<file path="src/rtl/rssd_pkg.sv">
// Shared types and constants for the run-length sprite span decoder.
package rssd_pkg;

	localparam int CoordBits = 16;
	localparam int SpanXW = 16;
	localparam int OpDepth = 4;
	localparam int OpPtrW = $clog2(OpDepth);
	localparam int OpCntW = $clog2(OpDepth + 1);

	localparam logic [7:0] CmdEndImage = 8'h80;
	localparam logic [7:0] CmdShadow = 8'hC0;
	localparam logic [7:0] CmdRepeatN = 8'hC1;

	typedef enum logic [2:0] {
		PH_CMD  = 3'd0,
		PH_LIT  = 3'd1,
		PH_SHA  = 3'd2,
		PH_SHB  = 3'd3,
		PH_C1N  = 3'd4,
		PH_REP  = 3'd5,
		PH_DONE = 3'd6
	} phase_t;

	typedef enum logic [1:0] {
		KIND_COLOR  = 2'd0,
		KIND_SHADOW = 2'd1,
		KIND_END    = 2'd2
	} span_kind_t;

	typedef enum logic [1:0] {
		OP_NONE = 2'd0,
		OP_EOL  = 2'd1,
		OP_SKIP = 2'd2,
		OP_SPAN = 2'd3
	} op_code_t;

	typedef struct packed {
		op_code_t   code;
		logic [7:0] len;
		span_kind_t kind;
		logic [7:0] pal;
		logic       rst;
	} op_t;

	typedef struct packed {
		logic [SpanXW-1:0] x;
		logic [SpanXW-1:0] y;
		logic [7:0]        len;
		span_kind_t        kind;
		logic [7:0]        pal;
	} span_t;

endpackage

</file>
<file path="src/rtl/rle_sprite_span_decoder.sv">
// Top level of the run-length sprite span decoder.
// The decoder takes one coded byte per clock cycle unless its operation queue is full and
// produces at most one pixel span per byte. Operations pass a four-entry queue and spans
// a two-entry buffer, which let either side stall without stopping the other. The front end
// parses bytes combinationally; the back end advances the cursors by one operation per cycle
// unless a span waits for room. A byte marked last restarts the decoder after it.
module rle_sprite_span_decoder (
	input  logic        clk,
	input  logic        arst_n,
	input  logic        push,
	output logic        full,
	input  logic [7:0]  data_byte,
	input  logic        last_byte,
	output logic        empty,
	input  logic        pop,
	output logic [15:0] span_x,
	output logic [15:0] span_y,
	output logic [7:0]  span_length,
	output logic [1:0]  span_kind,
	output logic [7:0]  palette_index
);

	logic take;
	logic front_valid;
	rssd_pkg::op_t front_op;
	logic head_valid, head_take;
	rssd_pkg::op_t head_op;
	rssd_pkg::span_t span;

	assign take = push && !full;

	rssd_front u_front (
		.clk       (clk),
		.arst_n    (arst_n),
		.take      (take),
		.data_byte (data_byte),
		.last_byte (last_byte),
		.op_valid  (front_valid),
		.op        (front_op)
	);

	rssd_op_queue u_queue (
		.clk      (clk),
		.arst_n   (arst_n),
		.wr_en    (take && front_valid),
		.wr_op    (front_op),
		.full     (full),
		.rd_en    (head_take),
		.rd_valid (head_valid),
		.rd_op    (head_op)
	);

	rssd_back u_back (
		.clk      (clk),
		.arst_n   (arst_n),
		.op_valid (head_valid),
		.op       (head_op),
		.op_take  (head_take),
		.empty    (empty),
		.pop      (pop),
		.span     (span)
	);

	assign span_x = span.x;
	assign span_y = span.y;
	assign span_length = span.len;
	assign span_kind = span.kind;
	assign palette_index = span.pal;

endmodule

</file>
<file path="src/rtl/rssd_front.sv">
// Front end: parses coded bytes into cursor and span operations.
module rssd_front (
	input  logic             clk,
	input  logic             arst_n,
	input  logic             take,
	input  logic [7:0]       data_byte,
	input  logic             last_byte,
	output logic             op_valid,
	output rssd_pkg::op_t    op
);

	rssd_pkg::phase_t phase_q, phase_d;
	logic [7:0] pending_q, pending_d;
	logic [7:0] pend_dec;

	assign pend_dec = pending_q - 8'd1;

	always_ff @(posedge clk or negedge arst_n) begin
		if (!arst_n) begin
			phase_q <= rssd_pkg::PH_CMD;
			pending_q <= 8'd0;
		end else if (take) begin
			phase_q <= phase_d;
			pending_q <= pending_d;
		end
	end

	always_comb begin
		phase_d = phase_q;
		pending_d = pending_q;
		op.code = rssd_pkg::OP_NONE;
		op.len = 8'd0;
		op.kind = rssd_pkg::KIND_COLOR;
		op.pal = 8'd0;
		op.rst = last_byte;
		unique case (phase_q)
			rssd_pkg::PH_CMD: begin
				if (data_byte == 8'd0) begin
					op.code = rssd_pkg::OP_EOL;
				end else if (!data_byte[7]) begin
					pending_d = data_byte;
					phase_d = rssd_pkg::PH_LIT;
				end else if (data_byte == rssd_pkg::CmdEndImage) begin
					op.code = rssd_pkg::OP_SPAN;
					op.kind = rssd_pkg::KIND_END;
					phase_d = rssd_pkg::PH_DONE;
				end else if (!data_byte[6]) begin
					op.code = rssd_pkg::OP_SKIP;
					op.len = {2'b00, data_byte[5:0]};
				end else if (data_byte == rssd_pkg::CmdShadow) begin
					phase_d = rssd_pkg::PH_SHA;
				end else if (data_byte == rssd_pkg::CmdRepeatN) begin
					phase_d = rssd_pkg::PH_C1N;
				end else begin
					pending_d = {2'b00, data_byte[5:0]};
					phase_d = rssd_pkg::PH_REP;
				end
			end
			rssd_pkg::PH_LIT: begin
				op.code = rssd_pkg::OP_SPAN;
				op.len = 8'd1;
				op.pal = data_byte;
				pending_d = pend_dec;
				if (pend_dec == 8'd0) phase_d = rssd_pkg::PH_CMD;
			end
			rssd_pkg::PH_SHA: begin
				if (data_byte[1:0] != 2'b00) begin
					op.code = rssd_pkg::OP_SPAN;
					op.len = {6'd0, data_byte[1:0]};
					op.kind = rssd_pkg::KIND_SHADOW;
					phase_d = rssd_pkg::PH_CMD;
				end else begin
					phase_d = rssd_pkg::PH_SHB;
				end
			end
			rssd_pkg::PH_SHB: begin
				if (data_byte != 8'd0) begin
					op.code = rssd_pkg::OP_SPAN;
					op.len = data_byte;
					op.kind = rssd_pkg::KIND_SHADOW;
				end
				phase_d = rssd_pkg::PH_CMD;
			end
			rssd_pkg::PH_C1N: begin
				pending_d = data_byte;
				phase_d = rssd_pkg::PH_REP;
			end
			rssd_pkg::PH_REP: begin
				if (pending_q != 8'd0) begin
					op.code = rssd_pkg::OP_SPAN;
					op.len = pending_q;
					op.pal = data_byte;
				end
				pending_d = 8'd0;
				phase_d = rssd_pkg::PH_CMD;
			end
			rssd_pkg::PH_DONE: begin
			end
			default: begin
				phase_d = rssd_pkg::PH_CMD;
			end
		endcase
		if (last_byte) begin
			phase_d = rssd_pkg::PH_CMD;
			pending_d = 8'd0;
		end
	end

	assign op_valid = (op.code != rssd_pkg::OP_NONE) || last_byte;

	a_last_restarts: assert property (@(posedge clk) disable iff (!arst_n)
		take && last_byte |=> phase_q == rssd_pkg::PH_CMD && pending_q == 8'd0)
		else $error("decoder did not restart after the last byte");

endmodule

</file>
<file path="src/rtl/rssd_op_queue.sv">
// Short queue of decoded operations between the front and back ends.
module rssd_op_queue (
	input  logic          clk,
	input  logic          arst_n,
	input  logic          wr_en,
	input  rssd_pkg::op_t wr_op,
	output logic          full,
	input  logic          rd_en,
	output logic          rd_valid,
	output rssd_pkg::op_t rd_op
);

	rssd_pkg::op_t mem_q [rssd_pkg::OpDepth];
	logic [rssd_pkg::OpPtrW-1:0] wr_ptr_q, rd_ptr_q;
	logic [rssd_pkg::OpCntW-1:0] cnt_q;
	logic do_wr, do_rd;

	assign full = cnt_q == rssd_pkg::OpCntW'(rssd_pkg::OpDepth);
	assign rd_valid = cnt_q != '0;
	assign do_wr = wr_en && !full;
	assign do_rd = rd_en && rd_valid;
	assign rd_op = mem_q[rd_ptr_q];

	always_ff @(posedge clk) begin
		if (do_wr) mem_q[wr_ptr_q] <= wr_op;
	end

	always_ff @(posedge clk or negedge arst_n) begin
		if (!arst_n) begin
			wr_ptr_q <= '0;
			rd_ptr_q <= '0;
			cnt_q <= '0;
		end else begin
			if (do_wr) begin
				wr_ptr_q <= (wr_ptr_q == rssd_pkg::OpPtrW'(rssd_pkg::OpDepth - 1)) ?
					'0 : wr_ptr_q + 1'b1;
			end
			if (do_rd) begin
				rd_ptr_q <= (rd_ptr_q == rssd_pkg::OpPtrW'(rssd_pkg::OpDepth - 1)) ?
					'0 : rd_ptr_q + 1'b1;
			end
			if (do_wr && !do_rd) cnt_q <= cnt_q + 1'b1;
			else if (do_rd && !do_wr) cnt_q <= cnt_q - 1'b1;
		end
	end

	a_cnt_bound: assert property (@(posedge clk) disable iff (!arst_n)
		cnt_q <= rssd_pkg::OpCntW'(rssd_pkg::OpDepth))
		else $error("operation queue count beyond its depth");

endmodule

</file>
<file path="src/rtl/rssd_back.sv">
// Back end: applies operations to the cursors and buffers finished spans.
module rssd_back (
	input  logic          clk,
	input  logic          arst_n,
	input  logic          op_valid,
	input  rssd_pkg::op_t op,
	output logic          op_take,
	output logic          empty,
	input  logic          pop,
	output rssd_pkg::span_t span
);

	logic [rssd_pkg::CoordBits-1:0] cur_x_q, cur_y_q;
	rssd_pkg::span_t buf_q [2];
	logic wr_ptr_q, rd_ptr_q;
	logic [1:0] cnt_q;
	logic do_pop, room, emit;

	assign empty = cnt_q == 2'd0;
	assign do_pop = pop && !empty;
	assign room = (cnt_q != 2'd2) || do_pop;
	assign op_take = op_valid && ((op.code != rssd_pkg::OP_SPAN) || room);
	assign emit = op_take && (op.code == rssd_pkg::OP_SPAN);
	assign span = buf_q[rd_ptr_q];

	always_ff @(posedge clk) begin
		if (emit) begin
			buf_q[wr_ptr_q].x <= rssd_pkg::SpanXW'(cur_x_q);
			buf_q[wr_ptr_q].y <= rssd_pkg::SpanXW'(cur_y_q);
			buf_q[wr_ptr_q].len <= op.len;
			buf_q[wr_ptr_q].kind <= op.kind;
			buf_q[wr_ptr_q].pal <= op.pal;
		end
	end

	always_ff @(posedge clk or negedge arst_n) begin
		if (!arst_n) begin
			cur_x_q <= '0;
			cur_y_q <= '0;
			wr_ptr_q <= 1'b0;
			rd_ptr_q <= 1'b0;
			cnt_q <= 2'd0;
		end else begin
			if (op_take) begin
				if (op.rst) begin
					cur_x_q <= '0;
					cur_y_q <= '0;
				end else begin
					case (op.code)
						rssd_pkg::OP_EOL: begin
							cur_x_q <= '0;
							cur_y_q <= cur_y_q + 1'b1;
						end
						rssd_pkg::OP_SKIP, rssd_pkg::OP_SPAN: begin
							cur_x_q <= cur_x_q + rssd_pkg::CoordBits'(op.len);
						end
						default: begin
						end
					endcase
				end
			end
			if (emit) wr_ptr_q <= ~wr_ptr_q;
			if (do_pop) rd_ptr_q <= ~rd_ptr_q;
			if (emit && !do_pop) cnt_q <= cnt_q + 2'd1;
			else if (do_pop && !emit) cnt_q <= cnt_q - 2'd1;
		end
	end

	a_buf_bound: assert property (@(posedge clk) disable iff (!arst_n)
		cnt_q != 2'd3)
		else $error("span buffer count beyond two");

	a_emit_fills: assert property (@(posedge clk) disable iff (!arst_n)
		emit && !do_pop |=> !empty)
		else $error("emitted span not visible at the output");

endmodule

</file>
<file path="config.mk">
export PLATFORM = sky130hd
export DESIGN_NAME = rle_sprite_span_decoder
export DESIGN_NICKNAME = d
export VERILOG_FILES = /design/src/rtl/rssd_pkg.sv /design/src/rtl/rle_sprite_span_decoder.sv /design/src/rtl/rssd_front.sv /design/src/rtl/rssd_op_queue.sv /design/src/rtl/rssd_back.sv
export SDC_FILE = /design/constraint.sdc
export NUM_CORES = 1
export LEC_CHECK = 0
export BUFFER_PORTS_ARGS = -buffer_cell sky130_fd_sc_hd__buf_2
export CORE_MARGIN = 1.5
export CORE_UTILIZATION = 30
export DETAILED_ROUTE_END_ITERATION = 8
export SYNTH_ARGS = -nofsm -noshare
export SYNTH_HDL_FRONTEND = slang
export SYNTH_SLANG_ARGS = --single-unit
</file>
<file path="constraint.sdc">
create_clock -name clk -period 4.1 [get_ports clk]
set_clock_uncertainty 0.15 [all_clocks]
set_input_delay 0.41 -clock clk [delete_from_list [all_inputs] [get_ports clk]]
set_output_delay 0.41 -clock clk [all_outputs]
set_load 0.005 [all_outputs]
</file>
==> flow_metrics.tcl <==
set metrics [dict create \
    synth_edf_count 184 \
    die_w_um 189 \
    relSlewSlack 0.513 \
    clk_pin_slew_ns 0.06 \
    outcome "completed" \
    finalHoldViolCount 0 \
    setup_tns_ns 0 \
    max_cap_violations 0 \
    multi_input_area_sq_um 3340 \
    synth.avg_cell_area_sq_um 15.0 \
    drt-initial-drc-count 533 \
    io_pins 65 \
    grt_setup_unrepaired "no" \
    pwr-share-comb 0.350 \
    slew_viol_final 0 \
    grt_max_degree 51 \
    overflow 0 \
    worstSetupPathType "reg2reg" \
    required_ns 4.39 \
    fp.coreArea_sq_um 33800 \
    drc 0 \
    ys_seq_area_frac 0.663 \
    grt_pass1_vias 5855 \
    gp_congestion 0.840 \
    ys_seq_elements 238 \
    max_stage_delay_ns 0.71 \
    start_kind "flop" \
    cts_resized 0 \
    endpoint_kind "flop" \
    crit_arrival_ns 3.64 \
    start_util 0.307 \
    fmax_mhz 299 \
    crit_chain "mux4_2 > ha_1 > a21oi_1 > o221a_2 > or2_2 > or4_1 > a21boi_0" \
    hold_path_class "in2reg" \
    hold_slack_ns 0.102 \
    reg2reg_slack_ns 0.76 \
    yosysMostFrequentCell "edfxtp_1" \
    ys_top_cells_by_count "edfxtp_1 (184), mux2_2 (58), dfrtp_1 (54)" \
    seq_area_sq_um 6880 \
    syn_to_final_growth_pct 16.3 \
    startpoint "u_queue.rd_ptr_q[0]" \
    antenna_found_initial 1 \
    period_minus_slack_ns 3.34 \
    grt_use_total 0.119 \
    swShare 0.331 \
    cts_root_buffer "clkbuf_16" \
    p_leak_uw 0.00436 \
    syn-num-nets 723 \
    synth_area_sq_um 10400 \
    clockPowerShare 0.231 \
    r2r-start "u_queue.rd_ptr_q[0]" \
    drt_first_pass_iters 4 \
    h-tree-depth 1 \
    clockBufferDepth 3 \
    synth_ff_type "edfxtp_1" \
    cts_tree "yes" \
    fin_crit_sh 0.816 \
    wire_per_inst_um 17.0 \
    numPortBuffers 64 \
    nets 803 \
    clkSinkCount 238 \
    p_switching_uw 3000 \
    clk_latency_ns 0.52 \
    cts_buffers 24 \
    ys_types 62 \
    seqPwrFrac 0.419 \
    p_int_uw 6070 \
    power.density_nw_per_um2 752 \
    worstPathMaxFanout 10 \
    dp_hpwl_um 13900 \
    vdd_drop_max_v 0.000328 \
    die_h_um 189 \
    drt-vias-per-instance 4.89 \
    drive_above_1_share 0.261 \
    n_antenna_cell 0 \
    synth_top_area_share 0.533 \
    setup_viol 0 \
    crit_path_end "u_back.cur_x_q[10]" \
    ys_warn_count 0 \
    reg2regPathDepth 7 \
    synth-async-reset-ratio 0.227 \
    finalWirelength_um 21000 \
    worstMarginPinSlew_ns 0.729 \
    final_antenna_net_count 0 \
    grt_pass1_wl_um 33500 \
    fillers 3206 \
    netlist_instances 690 \
    cp_slowest_cell "dfrtp_1" \
    ys_top_cells_by_area "edfxtp_1 (53%), dfrtp_1 (13%), mux2_2 (6.3%)" \
    rows 67 \
    die-area_sq_um 35700 \
    r2r_end "u_back.cur_x_q[10]" \
    final_util 0.357 \
    vias 6047 \
    yosys.area.top_type "edfxtp_1" \
]
## registers in the layout, indices dropped and copies added (netlist names)
| signal | cells |
|---|---|
| u_queue.rd_ptr_q | 2 |
| u_front.pending_q | 8 |
| u_back.buf_q | 100 |
| u_back.cnt_q | 2 |
| u_queue.cnt_q | 3 |
| u_queue.mem_q | 84 |
| u_back.rd_ptr_q | 1 |
| u_front.phase_q | 3 |
| u_back.cur_x_q | 16 |
| u_back.wr_ptr_q | 1 |
| u_queue.wr_ptr_q | 2 |
| u_back.cur_y_q | 16 |
## area by class of cell
type | instances | share of cell area
timing repair buffer | 81 | 0.0394
clock buffer | 29 | 0.0522
inverter | 14 | 0.00436
sequential | 238 | 0.570
clock inverter | 15 | 0.0110
tap | 448 | 0.0465
multi-input combinational | 411 | 0.276
## logic make-up after synthesis
logic type,Yosys count,share of synthesized area
DFF,238,0.663
and+or+nand+nor,155,0.0811
AOI/OAI and AO/OA,139,0.0902
muxes,80,0.110
buffers and inverters,41,0.0162
adders and majority gates,20,0.0256
xor gates and xnor gates,17,0.0144
## critical path: cells and delay by family, from the launching register on
kind / cells / cell delay, ns
AOI/OAI and AO/OA: 3 / 0.58
DFF: 1 / 0.71
adders and majority gates: 1 / 0.38
muxes: 1 / 0.62
and+or+nand+nor: 2 / 0.84
## power by group through the flow
stage                     clock network (uW)  registers, uW  logic (uW)
after floorplan                            0           3680        2300
after CTS                               2150           3810        3250
after global placement                     0           3830        3200
final                                   2100           3800        3170
after detailed placement                   0           3860        3230
after global routing                    2250           3880        3530
## routing by layer
layer,GRT usage,routed length (um),part of all wire,vias to the layer above
met2,0.187,9750,0.46,146
met4,0.0281,362,0.017,2
met1,0.166,9690,0.46,3004
li1,-,-,-,2866
met5,0,10,0.00048,-
met3,0.0280,1170,0.056,29
## stage by stage
stage	total power, uW	instances	setup WS [ns]	instance area, sq um
6_report	9070	1236	0.756	12100
5_1_grt	9660	1236	0.579	12100
4_1_cts	9220	1236	0.703	12100
3_5_place_dp	7090	1191	0.696	11300
3_3_place_gp	7030	1191	0.770	11300
2_1_floorplan	5970	690	0.622	10400
## layout by cell type, fill, tap and decap left out, types with 8 or more instances in the layout
cell	Yosys	final
edfxtp_1	184	184
ha_1	18	18
inv_1	14	14
o21ai_0	39	39
mux2_2	58	58
a21oi_1	18	18
a22o_1	11	11
a31oi_1	11	11
mux4_2	21	21
nand2_1	27	27
or3_1	8	8
xnor2_1	10	10
nor2_1	29	29
nand2b_1	8	8
buf_2	2	64
buf_4	1	14
nand3_1	13	13
dfrtp_1	54	53
o31ai_1	12	12
and2_1	15	14
nor3_1	12	12
clkbuf_16	0	24
## repair_timing
action | 4_1_cts | 5_1_grt
endpoints found under the hold margin | 23 | 0
setup buffers | 0 | 0
hold buffers | 1 | 0
## worst min-delay path by stage
stage	start	endpoint	cells past startpoint
final	pop	u_back.rd_ptr_q	3
after global routing	pop	u_back.rd_ptr_q	3
after CTS	pop	u_back.rd_ptr_q	3
after detailed placement	u_back.cur_x_q[15]	u_back.buf_q[0][49]	0
after global placement	u_back.cur_x_q[15]	u_back.buf_q[0][49]	0
after floorplan	arst_n	u_back.cnt_q[0]	0
No activity file was read; power rests on OpenSTA's default activity.
